[src/design/bclp_pkg.sv]
// Shared types and constants for the button click / long-press detector.
// Used by bclp_core and the top level; depends on nothing else.
package bclp_pkg;

  // Width of the press counter; the counter saturates at all ones.
  localparam int CountWidth = 8;
  localparam int CfgWidth   = 8;
  // Comparisons between the counter and the 8-bit thresholds use this width.
  localparam int CmpWidth   = (CountWidth > CfgWidth) ? CountWidth : CfgWidth;

  localparam int NumRegs    = 4;
  localparam int AddrWidth  = $clog2(NumRegs) + 2;

  localparam logic [CfgWidth-1:0] ClickMinRst   = CfgWidth'(8);
  localparam logic [CfgWidth-1:0] ClickMaxRst   = CfgWidth'(120);
  localparam logic [CfgWidth-1:0] LongThreshRst = CfgWidth'(254);
  localparam logic [CfgWidth-1:0] HoldTicksRst  = CfgWidth'(255);

  typedef enum logic {
    OP_TICK    = 1'b0,
    OP_CONSUME = 1'b1
  } op_t;

  typedef enum logic [1:0] {
    REG_CLICK_MIN   = 2'd0,
    REG_CLICK_MAX   = 2'd1,
    REG_LONG_THRESH = 2'd2,
    REG_HOLD_TICKS  = 2'd3
  } reg_idx_t;

  typedef struct packed {
    logic [CfgWidth-1:0] click_min;
    logic [CfgWidth-1:0] click_max;
    logic [CfgWidth-1:0] long_threshold;
    logic [CfgWidth-1:0] click_hold_ticks;
  } cfg_t;

  typedef struct packed {
    logic clicked;
    logic long_pressed;
    logic busy_res;
  } res_t;

endpackage

[src/design/bclp_core.sv]
// Event state of the detector: key tracking, press counter and hold countdown.
// Updates once per accepted item and returns the result for the new state.
// Depends on bclp_pkg.
module bclp_core (
  input  logic                clk,
  input  logic                rst_n,
  input  logic                item_fire,
  input  bclp_pkg::op_t       item_op,
  input  logic                item_key,
  input  bclp_pkg::cfg_t      cfg,
  output bclp_pkg::res_t      res
);

  localparam logic [bclp_pkg::CountWidth-1:0] CountMax = {bclp_pkg::CountWidth{1'b1}};

  logic                              key_down_r, key_down_nxt;
  logic [bclp_pkg::CountWidth-1:0]   press_count_r, press_count_nxt;
  logic                              half_tick_r, half_tick_nxt;
  logic                              event_closed_r, event_closed_nxt;
  logic [bclp_pkg::CfgWidth-1:0]     hold_cnt_r, hold_cnt_nxt;
  logic [bclp_pkg::CfgWidth-1:0]     hold_dec;

  function automatic logic in_window(input logic [bclp_pkg::CountWidth-1:0] cnt,
                                     input bclp_pkg::cfg_t c);
    logic [bclp_pkg::CmpWidth-1:0] cnt_x;
    logic [bclp_pkg::CmpWidth-1:0] lo_x;
    logic [bclp_pkg::CmpWidth-1:0] hi_x;
    cnt_x = bclp_pkg::CmpWidth'(cnt);
    lo_x  = bclp_pkg::CmpWidth'(c.click_min);
    hi_x  = bclp_pkg::CmpWidth'(c.click_max);
    return (cnt_x > lo_x) && (cnt_x < hi_x);
  endfunction

  function automatic logic above_long(input logic [bclp_pkg::CountWidth-1:0] cnt,
                                      input bclp_pkg::cfg_t c);
    return bclp_pkg::CmpWidth'(cnt) > bclp_pkg::CmpWidth'(c.long_threshold);
  endfunction

  always_comb begin
    key_down_nxt     = key_down_r;
    press_count_nxt  = press_count_r;
    half_tick_nxt    = half_tick_r;
    event_closed_nxt = event_closed_r;
    hold_cnt_nxt     = hold_cnt_r;
    hold_dec         = (hold_cnt_r != '0) ? hold_cnt_r - 1'b1 : hold_cnt_r;
    if (item_op == bclp_pkg::OP_CONSUME) begin
      event_closed_nxt = 1'b1;
    end else if (item_key) begin
      if (!key_down_r) begin
        key_down_nxt     = 1'b1;
        press_count_nxt  = '0;
        event_closed_nxt = 1'b0;
        hold_cnt_nxt     = '0;
      end else begin
        // The counter advances when the half-rate flag wraps back to zero.
        half_tick_nxt = ~half_tick_r;
        if (half_tick_r && (press_count_r != CountMax)) begin
          press_count_nxt = press_count_r + 1'b1;
        end
      end
    end else if (key_down_r) begin
      key_down_nxt = 1'b0;
      if (above_long(press_count_r, cfg)) begin
        event_closed_nxt = 1'b1;
        press_count_nxt  = '0;
      end else if (in_window(press_count_r, cfg)) begin
        hold_cnt_nxt = cfg.click_hold_ticks;
      end
    end else if (!event_closed_r) begin
      hold_cnt_nxt = hold_dec;
      if (hold_dec == '0) begin
        event_closed_nxt = 1'b1;
        press_count_nxt  = '0;
      end
    end
  end

  always_comb begin
    res.clicked      = !event_closed_nxt && !key_down_nxt && in_window(press_count_nxt, cfg);
    res.long_pressed = !event_closed_nxt && above_long(press_count_nxt, cfg);
    res.busy_res     = !event_closed_nxt;
  end

  always_ff @(posedge clk) begin
    if (!rst_n) begin
      key_down_r     <= 1'b0;
      press_count_r  <= '0;
      half_tick_r    <= 1'b0;
      event_closed_r <= 1'b1;
      hold_cnt_r     <= '0;
    end else if (item_fire) begin
      key_down_r     <= key_down_nxt;
      press_count_r  <= press_count_nxt;
      half_tick_r    <= half_tick_nxt;
      event_closed_r <= event_closed_nxt;
      hold_cnt_r     <= hold_cnt_nxt;
    end
  end

endmodule

[src/design/button_click_long_press_detector_top.sv]
// Top level of the button click / long-press detector: register file,
// event core and a two-entry result queue. Depends on bclp_pkg and bclp_core.
//
// One item (tick or consume request) is taken every clock cycle unless the
// input stalls. Its result is written into a two-entry queue at the edge of
// the transfer and shows on the out_ ports once earlier results are taken.
// The input stalls only when both queue entries hold results that have not
// been taken. The event state is updated from the accepted item, the
// current state and the four threshold registers, which are written over the
// APB-style port at byte addresses 0, 4, 8 and 12 (low eight bits used).
module button_click_long_press_detector_top (
  input  logic                           clk,
  input  logic                           rst_n,
  input  logic                           in_valid,
  output logic                           in_stall,
  input  logic                           in_operation,
  input  logic                           in_key_pressed,
  output logic                           out_valid,
  input  logic                           out_stall,
  output logic                           out_clicked,
  output logic                           out_long_pressed,
  output logic                           out_busy_res,
  input  logic                           psel,
  input  logic                           penable,
  input  logic                           pwrite,
  input  logic [bclp_pkg::AddrWidth-1:0] paddr,
  input  logic [31:0]                    pwdata,
  output logic [31:0]                    prdata,
  output logic                           pready
);

  bclp_pkg::cfg_t    cfg_r;
  bclp_pkg::reg_idx_t reg_idx;
  bclp_pkg::res_t    res;
  bclp_pkg::res_t    queue_r [2];
  logic              wr_ptr_r, rd_ptr_r;
  logic [1:0]        count_r, count_nxt;
  logic              in_fire, out_fire, cfg_write;
  logic [bclp_pkg::CfgWidth-1:0] rd_val;

  assign pready    = 1'b1;
  assign reg_idx   = bclp_pkg::reg_idx_t'(paddr[bclp_pkg::AddrWidth-1:2]);
  assign cfg_write = psel && penable && pwrite && pready;

  always_ff @(posedge clk) begin
    if (!rst_n) begin
      cfg_r.click_min        <= bclp_pkg::ClickMinRst;
      cfg_r.click_max        <= bclp_pkg::ClickMaxRst;
      cfg_r.long_threshold   <= bclp_pkg::LongThreshRst;
      cfg_r.click_hold_ticks <= bclp_pkg::HoldTicksRst;
    end else if (cfg_write) begin
      unique case (reg_idx)
        bclp_pkg::REG_CLICK_MIN:   cfg_r.click_min        <= pwdata[bclp_pkg::CfgWidth-1:0];
        bclp_pkg::REG_CLICK_MAX:   cfg_r.click_max        <= pwdata[bclp_pkg::CfgWidth-1:0];
        bclp_pkg::REG_LONG_THRESH: cfg_r.long_threshold   <= pwdata[bclp_pkg::CfgWidth-1:0];
        bclp_pkg::REG_HOLD_TICKS:  cfg_r.click_hold_ticks <= pwdata[bclp_pkg::CfgWidth-1:0];
        default: ;
      endcase
    end
  end

  always_comb begin
    unique case (reg_idx)
      bclp_pkg::REG_CLICK_MIN:   rd_val = cfg_r.click_min;
      bclp_pkg::REG_CLICK_MAX:   rd_val = cfg_r.click_max;
      bclp_pkg::REG_LONG_THRESH: rd_val = cfg_r.long_threshold;
      bclp_pkg::REG_HOLD_TICKS:  rd_val = cfg_r.click_hold_ticks;
      default:                   rd_val = '0;
    endcase
  end
  assign prdata = 32'(rd_val);

  assign in_stall  = (count_r == 2'd2);
  assign in_fire   = in_valid && !in_stall;
  assign out_valid = (count_r != 2'd0);
  assign out_fire  = out_valid && !out_stall;

  bclp_core u_core (
    .clk       (clk),
    .rst_n     (rst_n),
    .item_fire (in_fire),
    .item_op   (bclp_pkg::op_t'(in_operation)),
    .item_key  (in_key_pressed),
    .cfg       (cfg_r),
    .res       (res)
  );

  always_comb begin
    count_nxt = count_r;
    if (in_fire && !out_fire) begin
      count_nxt = count_r + 2'd1;
    end else if (out_fire && !in_fire) begin
      count_nxt = count_r - 2'd1;
    end
  end

  always_ff @(posedge clk) begin
    if (!rst_n) begin
      wr_ptr_r <= 1'b0;
      rd_ptr_r <= 1'b0;
      count_r  <= 2'd0;
    end else begin
      count_r <= count_nxt;
      if (in_fire) begin
        wr_ptr_r <= ~wr_ptr_r;
      end
      if (out_fire) begin
        rd_ptr_r <= ~rd_ptr_r;
      end
    end
  end

  always_ff @(posedge clk) begin
    if (in_fire) begin
      queue_r[wr_ptr_r] <= res;
    end
  end

  assign out_clicked      = queue_r[rd_ptr_r].clicked;
  assign out_long_pressed = queue_r[rd_ptr_r].long_pressed;
  assign out_busy_res     = queue_r[rd_ptr_r].busy_res;

endmodule

[config.mk]
export PLATFORM = sky130hd
export DESIGN_NAME = button_click_long_press_detector_top
export DESIGN_NICKNAME = d
export VERILOG_FILES = /design/src/design/bclp_pkg.sv /design/src/design/bclp_core.sv /design/src/design/button_click_long_press_detector_top.sv
export SDC_FILE = /design/constraint.sdc
export NUM_CORES = 1
export LEC_CHECK = 0
export BUFFER_PORTS_ARGS = -buffer_cell sky130_fd_sc_hd__buf_2
export CAP_MARGIN = 20
export CORE_MARGIN = 4
export CORE_UTILIZATION = 38
export CTS_CLUSTER_SIZE = 30
export DETAILED_ROUTE_END_ITERATION = 8
export GPL_ROUTABILITY_DRIVEN = 0
export GPL_TIMING_DRIVEN = 0
export MAX_ROUTING_LAYER = met4
export SLEW_MARGIN = 20
export SYNTH_ARGS = -nofsm -noshare
export SYNTH_HDL_FRONTEND = slang
export SYNTH_SLANG_ARGS = --single-unit
[constraint.sdc]
create_clock -name clk -period 3.8 [get_ports clk]
set_input_delay 0.57 -clock clk [delete_from_list [all_inputs] [get_ports clk]]
set_output_delay 0.57 -clock clk [all_outputs]
set_load 0.03 [all_outputs]
==> impl_metrics.ini <==
[status]
status = completed

[critical_path]
critical_path_class = reg -> reg
crit_path_frequent_cell = nand4_1
path_buf_inv = 1
r2r_slack_ps = 90
cp_max_fo = 6
crit_family = simple AND/OR/NAND/NOR gates
r2r_end = queue_r[1][2]$_DFFE_PP_
r2r_cells = 13
critPathCaptureType = flip-flop
crit_chain = or4_4 -> nor4_4 -> mux2i_4 -> a311oi_4 -> or2_1 -> buf_6 -> o2bb2ai_2 -> ha_2 -> nand4_1 -> nor2_2 -> nand4_1 -> nand3_1 -> a211oi_2
critPathCapture = queue_r[1][2]$_DFFE_PP_
cp.arrival_ps = 3770
slowest_stage = or4_4
cp-start-kind = flip-flop
worst-path-stages = 13
rr_startpoint = u_core.hold_cnt_r[0]$_SDFFE_PN0P_
cp.required_ps = 3860
cpPeakStageDelay_ps = 550
critPathLaunch = u_core.hold_cnt_r[0]$_SDFFE_PN0P_

[timing]
hold_slack_ps = 499.8
maxSlewViolCount = 0
rsz0062_at_grt = true
final_hold_viol_count = 0
fin_crit_ps = 3713
relSlewSlack_pct = 44.80
tightest_slew_ps = 824.9
fmax_ghz = 0.2693
tns_ps = 0
fin_worst_skew_ps = 11.65
post-route-period-util_pct = 97.72
finalSetupViolCount = 0

[power_and_ir_drop]
internal-power_mw = 1.355
p_comb_share_pct = 22.9
p_switching_mw = 0.6199
power.share.switching_pct = 31.39
pwr_density_cell_mw_per_mm2 = 352.0
pwr-share-seq_pct = 36.8
p_leak_nw = 2.362
vdd_ir_drop_max_v = 0.0002139
clkPwrFrac_pct = 40.3

[detailed_routing]
drtIter0Drc = 268
vias = 4270
totalWireLength_mm = 13.33
drc = 0
drt_pass1_iterations = 5
via_per_inst = 5.560
antenna_left = 0
wl_per_cell_um = 17.36

[floorplanning]
num_io_pins = 83
rows = 39
core_mm2 = 0.01161
start_util_pct = 39.63
die_x_um = 118.0
die_y_um = 118.0
die_area_mm2 = 0.01393

[global_routing]
grt_antenna_before_repair = 0
grt_pass1_wl_mm = 21.17
grt_max_degree = 12
grt.total_usage_pct = 19.56
overflow = 0
grt_pass1_vias = 3999

[layout]
stdcell_count = 768
final_common_cell = nand2_1
layout-drive-gt1-share_pct = 22.72
nets = 714
area_growth_syn_to_layout_pct = 21.91
fill_cells = 1140
diodes = 0
final_cell_mix = 71 x nand2_1, 48 x dfxtp_1, 41 x ha_1

[yosys]
yosysSeqAreaShare_pct = 28.28
avgSynthCellArea_um2 = 8.398
synth-async-reset-ratio_pct = 0
synth.area.top_cells = dfxtp_1 24%, ha_1 13%, nand2_1 5.9%
netlist_instances = 548
synth_seq_cells = 62
synth_edf_count = 6
syn-cell-area_mm2 = 0.004602
yosysTopAreaCell = dfxtp_1
yosys_most_used_dff = dfxtp_1
yosysTopAreaCellShare_pct = 24.36
synth_warnings = 0
ys_types = 63

[cts]
cts_buffer_depth = 2
htreeDepth = 3
clk_pin_slew_ps = 60
holdBufCountCts = 0
cts_made_buffers = 9
root_buffer = clkbuf_16
insertion_delay_ps = 340
clock-sinks = 62
cts_tree = done

[placement]
placedCellCount = 743
io_buffers = 29
dp_hpwl_mm = 10.05

[worst_hold_path]
min_path_type = in -> reg

[job]
maxCapViolations = 0
==> area by class of cell <==
class	instances	area (µm²)	share of cell area, %
Tap cell	143	178.9	3.189
Timing Repair Buffer	38	212.7	3.791
Multi-Input combinational cell	427	3206	57.14
Sequential cell	62	1316	23.46
Clock inverter	5	32.53	0.5798
Buffer	51	295.3	5.263
Clock buffer	11	252.7	4.505
Inverter	31	116.4	2.074
==> timing repair <==
item,4_1_cts,5_1_grt
endpoints found under the setup margin,4,4
buffers inserted,0,10
resized for setup,9,41
pin swaps,1,20
==> worst register-to-register path: stages (launching register included) <==
cell and delay [ps]:
dfxtp_4 360, or4_4 550, nor4_4 360, mux2i_4 370, a311oi_4 160, or2_1 270, buf_6 150, o2bb2ai_2 160
ha_2 360, nand4_1 150, nor2_2 190, nand4_1 150, nand3_1 140, a211oi_2 70
==> routing by layer <==
layer | track usage [%] | up-vias | wire length (µm)
met5 | - | - | 0
met4 | 8.278 | 0 | 422
met3 | 4.613 | 33 | 732
met2 | 29.43 | 139 | 6083
met1 | 25.17 | 2010 | 6093
li1 | - | 2088 | -
==> kinds of logic (layout without fill, tap and decap cells) <==
group           Yosys count  count (layout)  synth area share [%]
simple gates            197             197                 21.07
compound gates          121             121                 18.52
buf+inv                  82             136                 8.918
flops                    62              62                 28.28
fa+ha+maj                49              49                 13.32
mux                      30              30                 8.782
xor+xnor                  5               5                0.9518
other cells               2              25                0.1632
==> cell usage after synthesis (2+ instances only) <==
master	number
nand2_1	72
dfxtp_1	56
ha_1	49
nor2_1	34
inv_1	31
buf_4	25
a21oi_1	20
clkbuf_1	20
o21ai_0	20
mux2i_1	19
nand3_1	19
nor2b_1	16
o211ai_1	16
nor3_1	15
a211oi_1	11
nand4_1	11
mux4_2	8
a21boi_0	7
a21o_1	6
edfxtp_1	6
o21a_1	6
o31ai_1	6
and2_1	5
a31oi_1	4
buf_1	4
o2bb2ai_1	4
or3_1	4
a22o_1	3
mux2_2	3
nand2b_1	3
or2_2	3
xnor2_1	3
a31o_2	2
and3_1	2
conb_1	2
nor3b_1	2
o2111ai_1	2
o31a_1	2
o41ai_1	2
xor2_1	2
==> worst min-delay path by stage <==
stage                      startpoint  cells after the start  slack, ps                     end
3_3_place_gp   cfg_r[23]$_SDFFE_PN0P_                      2        470  cfg_r[23]$_SDFFE_PN0P_
5_1_grt                     pwdata[3]                      3        530  cfg_r[27]$_SDFFE_PN1P_
6_report                    pwdata[3]                      3        500   cfg_r[3]$_SDFFE_PN1P_
2_1_floorplan   cfg_r[1]$_SDFFE_PN1P_                      2        450   cfg_r[1]$_SDFFE_PN1P_
4_1_cts                     pwdata[3]                      3        490   cfg_r[3]$_SDFFE_PN1P_
3_5_place_dp   cfg_r[17]$_SDFFE_PN0P_                      2        490  cfg_r[17]$_SDFFE_PN0P_
==> power by group through the flow <==
stage	clock (mW)	sequential (mW)	combinational, mW
5_1_grt	0.834	0.734	0.495
6_report	0.795	0.727	0.453
3_5_place_dp	0	0.743	0.425
3_3_place_gp	0	0.740	0.419
4_1_cts	0.805	0.729	0.430
2_1_floorplan	0	0.733	0.335
==> flip-flops by register name (all words and copies together), names as in the netlist, named ones only <==
signal	cells
cfg_r	32
u_core.hold_cnt_r	8
u_core.press_count_r	8
queue_r	6
count_r	2
rd_ptr_r	1
u_core.event_closed_r	1
u_core.half_tick_r	1
u_core.key_down_r	1
wr_ptr_r	1
==> stage by stage <==
stage | utilization (%) | cell area [µm²] | power [mW] | worst slack (ps)
after floorplan | - | 4688 | 1.069 | 532.9
after global placement | 43.16 | 5012 | 1.158 | -147.1
after detailed placement | 43.16 | 5012 | 1.168 | -274.5
after CTS | 45.92 | 5333 | 1.964 | 21.15
after global routing | 48.31 | 5610 | 2.063 | -10.02
final | 48.31 | 5610 | 1.975 | 86.58
(Power assumes the default switching activity.)
